--- src/design/mrkt_pkg.sv ---
`default_nettype none

package mrkt_pkg;

    // table depth default
    localparam int ENTRIES_DEF = 64;

    // field widths
    localparam int OP_W   = 2;
    localparam int ST_W   = 3;
    localparam int KEY_W  = 32;
    localparam int ADDR_W = 48;
    localparam int ACC_W  = 16;
    localparam int CTX_W  = 32;
    localparam int NKEY_W = KEY_W + 1;

    // operation codes
    localparam logic [OP_W-1:0] OP_INSERT = 2'd0;
    localparam logic [OP_W-1:0] OP_LOOKUP = 2'd1;
    localparam logic [OP_W-1:0] OP_ERASE  = 2'd2;

    // status codes
    localparam logic [ST_W-1:0] ST_OK        = 3'd0;
    localparam logic [ST_W-1:0] ST_INVALID   = 3'd1;
    localparam logic [ST_W-1:0] ST_DENIED    = 3'd2;
    localparam logic [ST_W-1:0] ST_NOKEY     = 3'd3;
    localparam logic [ST_W-1:0] ST_FULL      = 3'd4;
    localparam logic [ST_W-1:0] ST_EXHAUSTED = 3'd5;

    // input beat payload, last member in the lowest bits
    typedef struct packed {
        logic [ACC_W-1:0]  requested_access;
        logic [ADDR_W-1:0] access_length;
        logic [ADDR_W-1:0] address;
        logic [CTX_W-1:0]  context_tag;
        logic [ACC_W-1:0]  region_access;
        logic [ADDR_W-1:0] region_offset;
        logic [ADDR_W-1:0] region_length;
        logic [ADDR_W-1:0] region_base;
        logic [KEY_W-1:0]  key;
    } item_t;

    // result beat payload, last member in the lowest bits
    typedef struct packed {
        logic [ADDR_W-1:0] address_out;
        logic [CTX_W-1:0]  context_out;
        logic [KEY_W-1:0]  key_out;
    } result_t;

    localparam int IN_DATA_W  = $bits(item_t);
    localparam int OUT_DATA_W = $bits(result_t);

    // one table row
    typedef struct packed {
        logic              valid;
        logic [KEY_W-1:0]  key;
        logic [ADDR_W-1:0] base;
        logic [ADDR_W-1:0] length;
        logic [ADDR_W-1:0] offset;
        logic [ACC_W-1:0]  access;
        logic [CTX_W-1:0]  ctx_tag;
    } entry_t;

    // controller to datapath
    typedef struct packed {
        logic clear;
        logic load;
        logic scan;
        logic calc1;
        logic calc2;
        logic fin;
    } cmd_t;

    // datapath to controller
    typedef struct packed {
        logic clear_last;
        logic scan_done;
        logic skip;
    } dp_stat_t;

endpackage

`default_nettype wire

--- src/design/mrkt_ctrl.sv ---
`default_nettype none

module mrkt_ctrl
(
    input  wire logic               clk,
    input  wire logic               rst_n,
    input  wire logic               s_tvalid,
    output logic                    s_tready,
    output logic                    m_tvalid,
    input  wire logic               m_tready,
    input  wire mrkt_pkg::dp_stat_t stat,
    output mrkt_pkg::cmd_t          cmd
);

    typedef enum logic [2:0] {
        S_CLEAR,
        S_IDLE,
        S_SCAN,
        S_CALC1,
        S_CALC2,
        S_FIN
    } state_t;

    state_t state_reg;
    state_t state_next;
    logic   out_valid_reg;
    logic   out_valid_next;
    logic   slot_free;

    // output slot is free when empty or being drained
    assign slot_free = !out_valid_reg || m_tready;
    assign m_tvalid  = out_valid_reg;
    assign s_tready  = (state_reg == S_IDLE);

    // sequencing and commands
    always_comb
    begin
        state_next     = state_reg;
        out_valid_next = m_tready ? 1'b0 : out_valid_reg;
        cmd            = '0;
        unique case (state_reg)
            S_CLEAR:
            begin
                cmd.clear = 1'b1;
                if (stat.clear_last)
                begin
                    state_next = S_IDLE;
                end
            end
            S_IDLE:
            begin
                if (s_tvalid)
                begin
                    cmd.load   = 1'b1;
                    state_next = S_SCAN;
                end
            end
            S_SCAN:
            begin
                cmd.scan = 1'b1;
                if (stat.skip || stat.scan_done)
                begin
                    state_next = S_CALC1;
                end
            end
            S_CALC1:
            begin
                cmd.calc1  = 1'b1;
                state_next = S_CALC2;
            end
            S_CALC2:
            begin
                cmd.calc2  = 1'b1;
                state_next = S_FIN;
            end
            S_FIN:
            begin
                if (slot_free)
                begin
                    cmd.fin        = 1'b1;
                    out_valid_next = 1'b1;
                    state_next     = S_IDLE;
                end
            end
            default:
            begin
                state_next = S_CLEAR;
            end
        endcase
    end

    // state and output valid
    always_ff @(posedge clk or negedge rst_n)
    begin
        if (!rst_n)
        begin
            state_reg     <= S_CLEAR;
            out_valid_reg <= 1'b0;
        end
        else
        begin
            state_reg     <= state_next;
            out_valid_reg <= out_valid_next;
        end
    end

endmodule

`default_nettype wire

--- config.mk ---
export PLATFORM = sky130hd
export DESIGN_NAME = mrkt_ctrl
export DESIGN_NICKNAME = d
export VERILOG_FILES = /design/src/design/mrkt_pkg.sv /design/src/design/mrkt_ctrl.sv
export SDC_FILE = /design/constraint.sdc
export NUM_CORES = 1
export LEC_CHECK = 0
export BUFFER_PORTS_ARGS = -buffer_cell sky130_fd_sc_hd__buf_2
export CORE_AREA = 4 4 41 43
export DETAILED_ROUTE_END_ITERATION = 10
export DIE_AREA = 0 0 45 47
export SLEW_MARGIN = 5
export SYNTH_ARGS = -nofsm -noshare
export SYNTH_HDL_FRONTEND = slang
export SYNTH_SLANG_ARGS = --single-unit
--- constraint.sdc ---
create_clock -name clk -period 0.87 [get_ports clk]
set_input_delay 0.1305 -clock clk [delete_from_list [all_inputs] [get_ports clk]]
set_output_delay 0.1305 -clock clk [all_outputs]
set_load 0.02 [all_outputs]
After elaboration in Yosys (flattened, before gate mapping) --
Cells that the tools add are included.
Storage, ports and cells: register bits 4, bits of input ports 7
Operators by class: eq/ne operators 9, muxes and demuxes 16, reduce and logical (&&, ||, !) cells 5
Operator list (number):
- one-hot mux 3 bit (6 select lines) | 1
- two-way mux 3 bit | 4
- two-way mux 1 bit | 11
- != test 2 bit (second input constant) | 4
- equality test 3 x 2 -> 1 bit (second input constant) | 2
- equality test 3 bit (second input constant) | 2
- AND reduction 4 bit | 1
- equality test 3 x 1 -> 1 bit (second input constant) | 1
- logical NOT 3 bit | 1
- logical OR 1 bit | 2
- logical NOT 1 bit | 1

Depth between registers and ports, before layout --
depth after elaboration 4, depth in mapped cells 4, mapped depth without buffers 3

Worst setup path before layout --
No wires, ideal clock.
kind register to output, from register state_reg[1], to output port cmd[0] in the netlist's numbering, arrival 1051 ps, required time 739 ps, setup slack -311 ps, stages on the path, launching flop included 5, cell sequence dfrtp_1 buf_6 and2b_1 nand2_1 nor2_1
RTL lines:
- from (decl) | line mrkt_ctrl.sv:24 | state_t state_reg;
- from (signal assigned) | line mrkt_ctrl.sv:102 | state_reg <= state_next;
- to (decl) | line mrkt_ctrl.sv:12 | output mrkt_pkg::cmd_t cmd

==> results.md <==
* GRT Total Usage at 0.09271
* Crit-path cells: and2b_2, nand2_2, nor2_4, buf_6
* Max Cap Violations at 0
* DRT Pass-1 Iters at 1
* Number of global-route vias before repair at roughly 340
* First-pass GRT wire length at 1414 um
* Peak supply drop at 0.001694 V
* Final HPWL DP at 579 um
* Crit path time final at ~1.3 ns
* Area of the core at around 0.0013 sq mm
* Final Hold Fails at 0
* PD cells at around 4000 mW/mm^2
* Clock transition at path regs at about 0.03 ns
* WHS at 0.1877 ns
* CP endpoint kind: output port
* Die area at ~0.0021 sq mm
* Status: finished with violations
* # fillers at roughly 150
* Global route overflow at 0
* Final setup viols at 12
* Row count at 13
* H-tree Lvls at 1
* Drt wl/cell at 12.27 um
* Most instantiated cells after synthesis: nor2_1, dfrtp_1
* Nets@finish at 69
* Antenna-violating nets left at 0
* Pre-CTS setup slack at -0.3129 ns
* Synth top area cells: dfrtp_1, buf_6, nor2_1
* Leading area contributor after synthesis: dfrtp_1
* Port Buf Inserts at 14
* Top-count cell post-synth: nor2_1
* Die height at 47 um
* Area grow syn2layout at 116.6%
* WL final at 920 um
* Cells after Synth at 30
* Synth Cell Area at ~280 sq um
* Max-slew headroom at 0.8729
* Largest register FFs at 3
* Leak at between 0.2 and 0.3 nW
* Required @ worst endpoint at 0.74 ns
* Max Clock Freq at around 0.76 GHz
* Yosys warnings at 0
* Netlist cell types at 19
* Setup ws final at -0.4470 ns
* Arrival @ worst endpoint at between 1 and 1.5 ns
* Vias/cell at 4.187
* Seq/Total Area, Yosys at 0.3587
* CTS tree: built
* Post-synthesis net count at 37
* Min-delay worst type: in2reg
* Number of synthesized flops with an enable pin at 0
* Slowest stage cell on the critical path: dfrtp_2
* Synthesized flop and latch total at 4
* Crit share post-route at 1.514
* Initial antenna violation count at 0
* Clock latency on the worst-skew pair at between 0.2 and 0.25 ns
* # DRC at 0
* Layout cell share with drive strength beyond 1 at 0.8333
* CP Launch Type: register
* Clock Path Buffers at 2
* Total CTS buffers at 3
* Die width at 45 um
* Worst clock skew at roughly 0.0064 ns
* Clk sink count at 4
* Initial core utilization at 0.2144
* I/O pin cnt at 15
* Ant. Diodes at 0
* Ys flop type: dfrtp_1
* DR vias at 314
* RSZ-0062 raised after global routing: true
* Largest net degree at the start of global routing at 7
* Syn Area/Cell at 9.301 sq um
* Worst slew pin tran at 0.1892 ns
* Root buf cell: clkbuf_4
* Crit path max fanout at 6
* Critical path's largest stage delay at roughly 0.44 ns
* WS Path Type: reg2out
* Failing checks: setup timing
* DR iter-0 viols at 0
* Yosys top cell area share at 0.3587
* Gp weighted congestion at around 0.77
* Slew Viols, Final at 0
* Ys async rst share at 1.000
timing repair:
item	in CTS	in global routing
hold buffers	1	0
hold endpoints to repair	4	0
gates resized for setup	13	11
endpoints found under the setup margin	12	12
setup buffers	4	4
pin swaps	2	6
cloned	0	0
logic make-up after synthesis:
group / Yosys count / share of synthesized area
buffers and inverters: 5 / 0.1211
flip-flops: 4 / 0.3588
AO/OA/AOI/OAI: 6 / 0.1883
AND/OR/NAND/NOR: 15 / 0.3318
cell usage in the layout (no fill, tap or decap), types with 2 or more instances in the layout:
cell      synthesis  final
buf_4             0     12
buf_6             2      9
buf_2             0      7
dfrtp_2           0      4
nor2_4            0      3
clkbuf_4          0      3
inv_1             2      2
nor2_1            5      2
critical path, delay by kind of cell (launching register included):
kind | cells | cell delay (ns)
buffers and inverters | 1 | 0.11
DFF | 1 | 0.44
and+or+nand+nor | 3 | 0.40
layout make-up:
type / instances / area (sq um) / area share
sequential: 4 / 105.1 / 0.1739
clock buffer: 3 / 22.52 / 0.03727
tap: 15 / 18.77 / 0.03106
inverter: 3 / 13.76 / 0.02277
timing repair buffer: 29 / 236.5 / 0.3913
multi-input combinational: 21 / 207.7 / 0.3437
routing by layer:
| layer | up-vias | wire length, um | GRT usage |
|---|---|---|---|
| met5 | - | 0 | 0 |
| met4 | 0 | 0 | 0.03509 |
| met3 | 0 | 65 | 0.01533 |
| met2 | 9 | 529 | 0.1780 |
| met1 | 144 | 325 | 0.1009 |
| li1 | 161 | - | - |
worst paths after layout:
kind	from	to	slack, ns	cells past startpoint
setup / recovery	state_reg[1]	cmd[0]	-0.45	4
hold / removal	s_tvalid	state_reg[1]	0.19	3
setup reg to reg	state_reg[1]	state_reg[1]	-0.32	5
hold reg to reg	state_reg[0]	state_reg[0]	0.64	2
max in group asynchronous	rst_n	state_reg[0]	0.49	2
min in group asynchronous	rst_n	state_reg[2]	0.24	2
report_power, final:
part	leakage [nW]	switching [mW]	total [mW]	internal, mW
clock network	0.0138	0.0681	0.222	0.154
registers	0.0463	0.136	0.421	0.285
logic	0.220	0.777	1.73	0.953
per-stage QoR:
stage | instance area (sq um) | cells | power, mW | utilization | setup TNS, ns
2_1_floorplan | 329.1 | 30 | 1.228 | - | -1.033
3_3_place_gp | 455.4 | 65 | 1.626 | 0.3500 | -2.101
3_5_place_dp | 455.4 | 65 | 1.629 | 0.3500 | -2.480
4_1_cts | 553.0 | 73 | 2.106 | 0.4250 | -3.374
5_1_grt | 604.3 | 75 | 2.546 | 0.4644 | -4.096
6_report | 604.3 | 75 | 2.373 | 0.4644 | -3.556
Note: power is estimated with default switching activity, not from simulation.
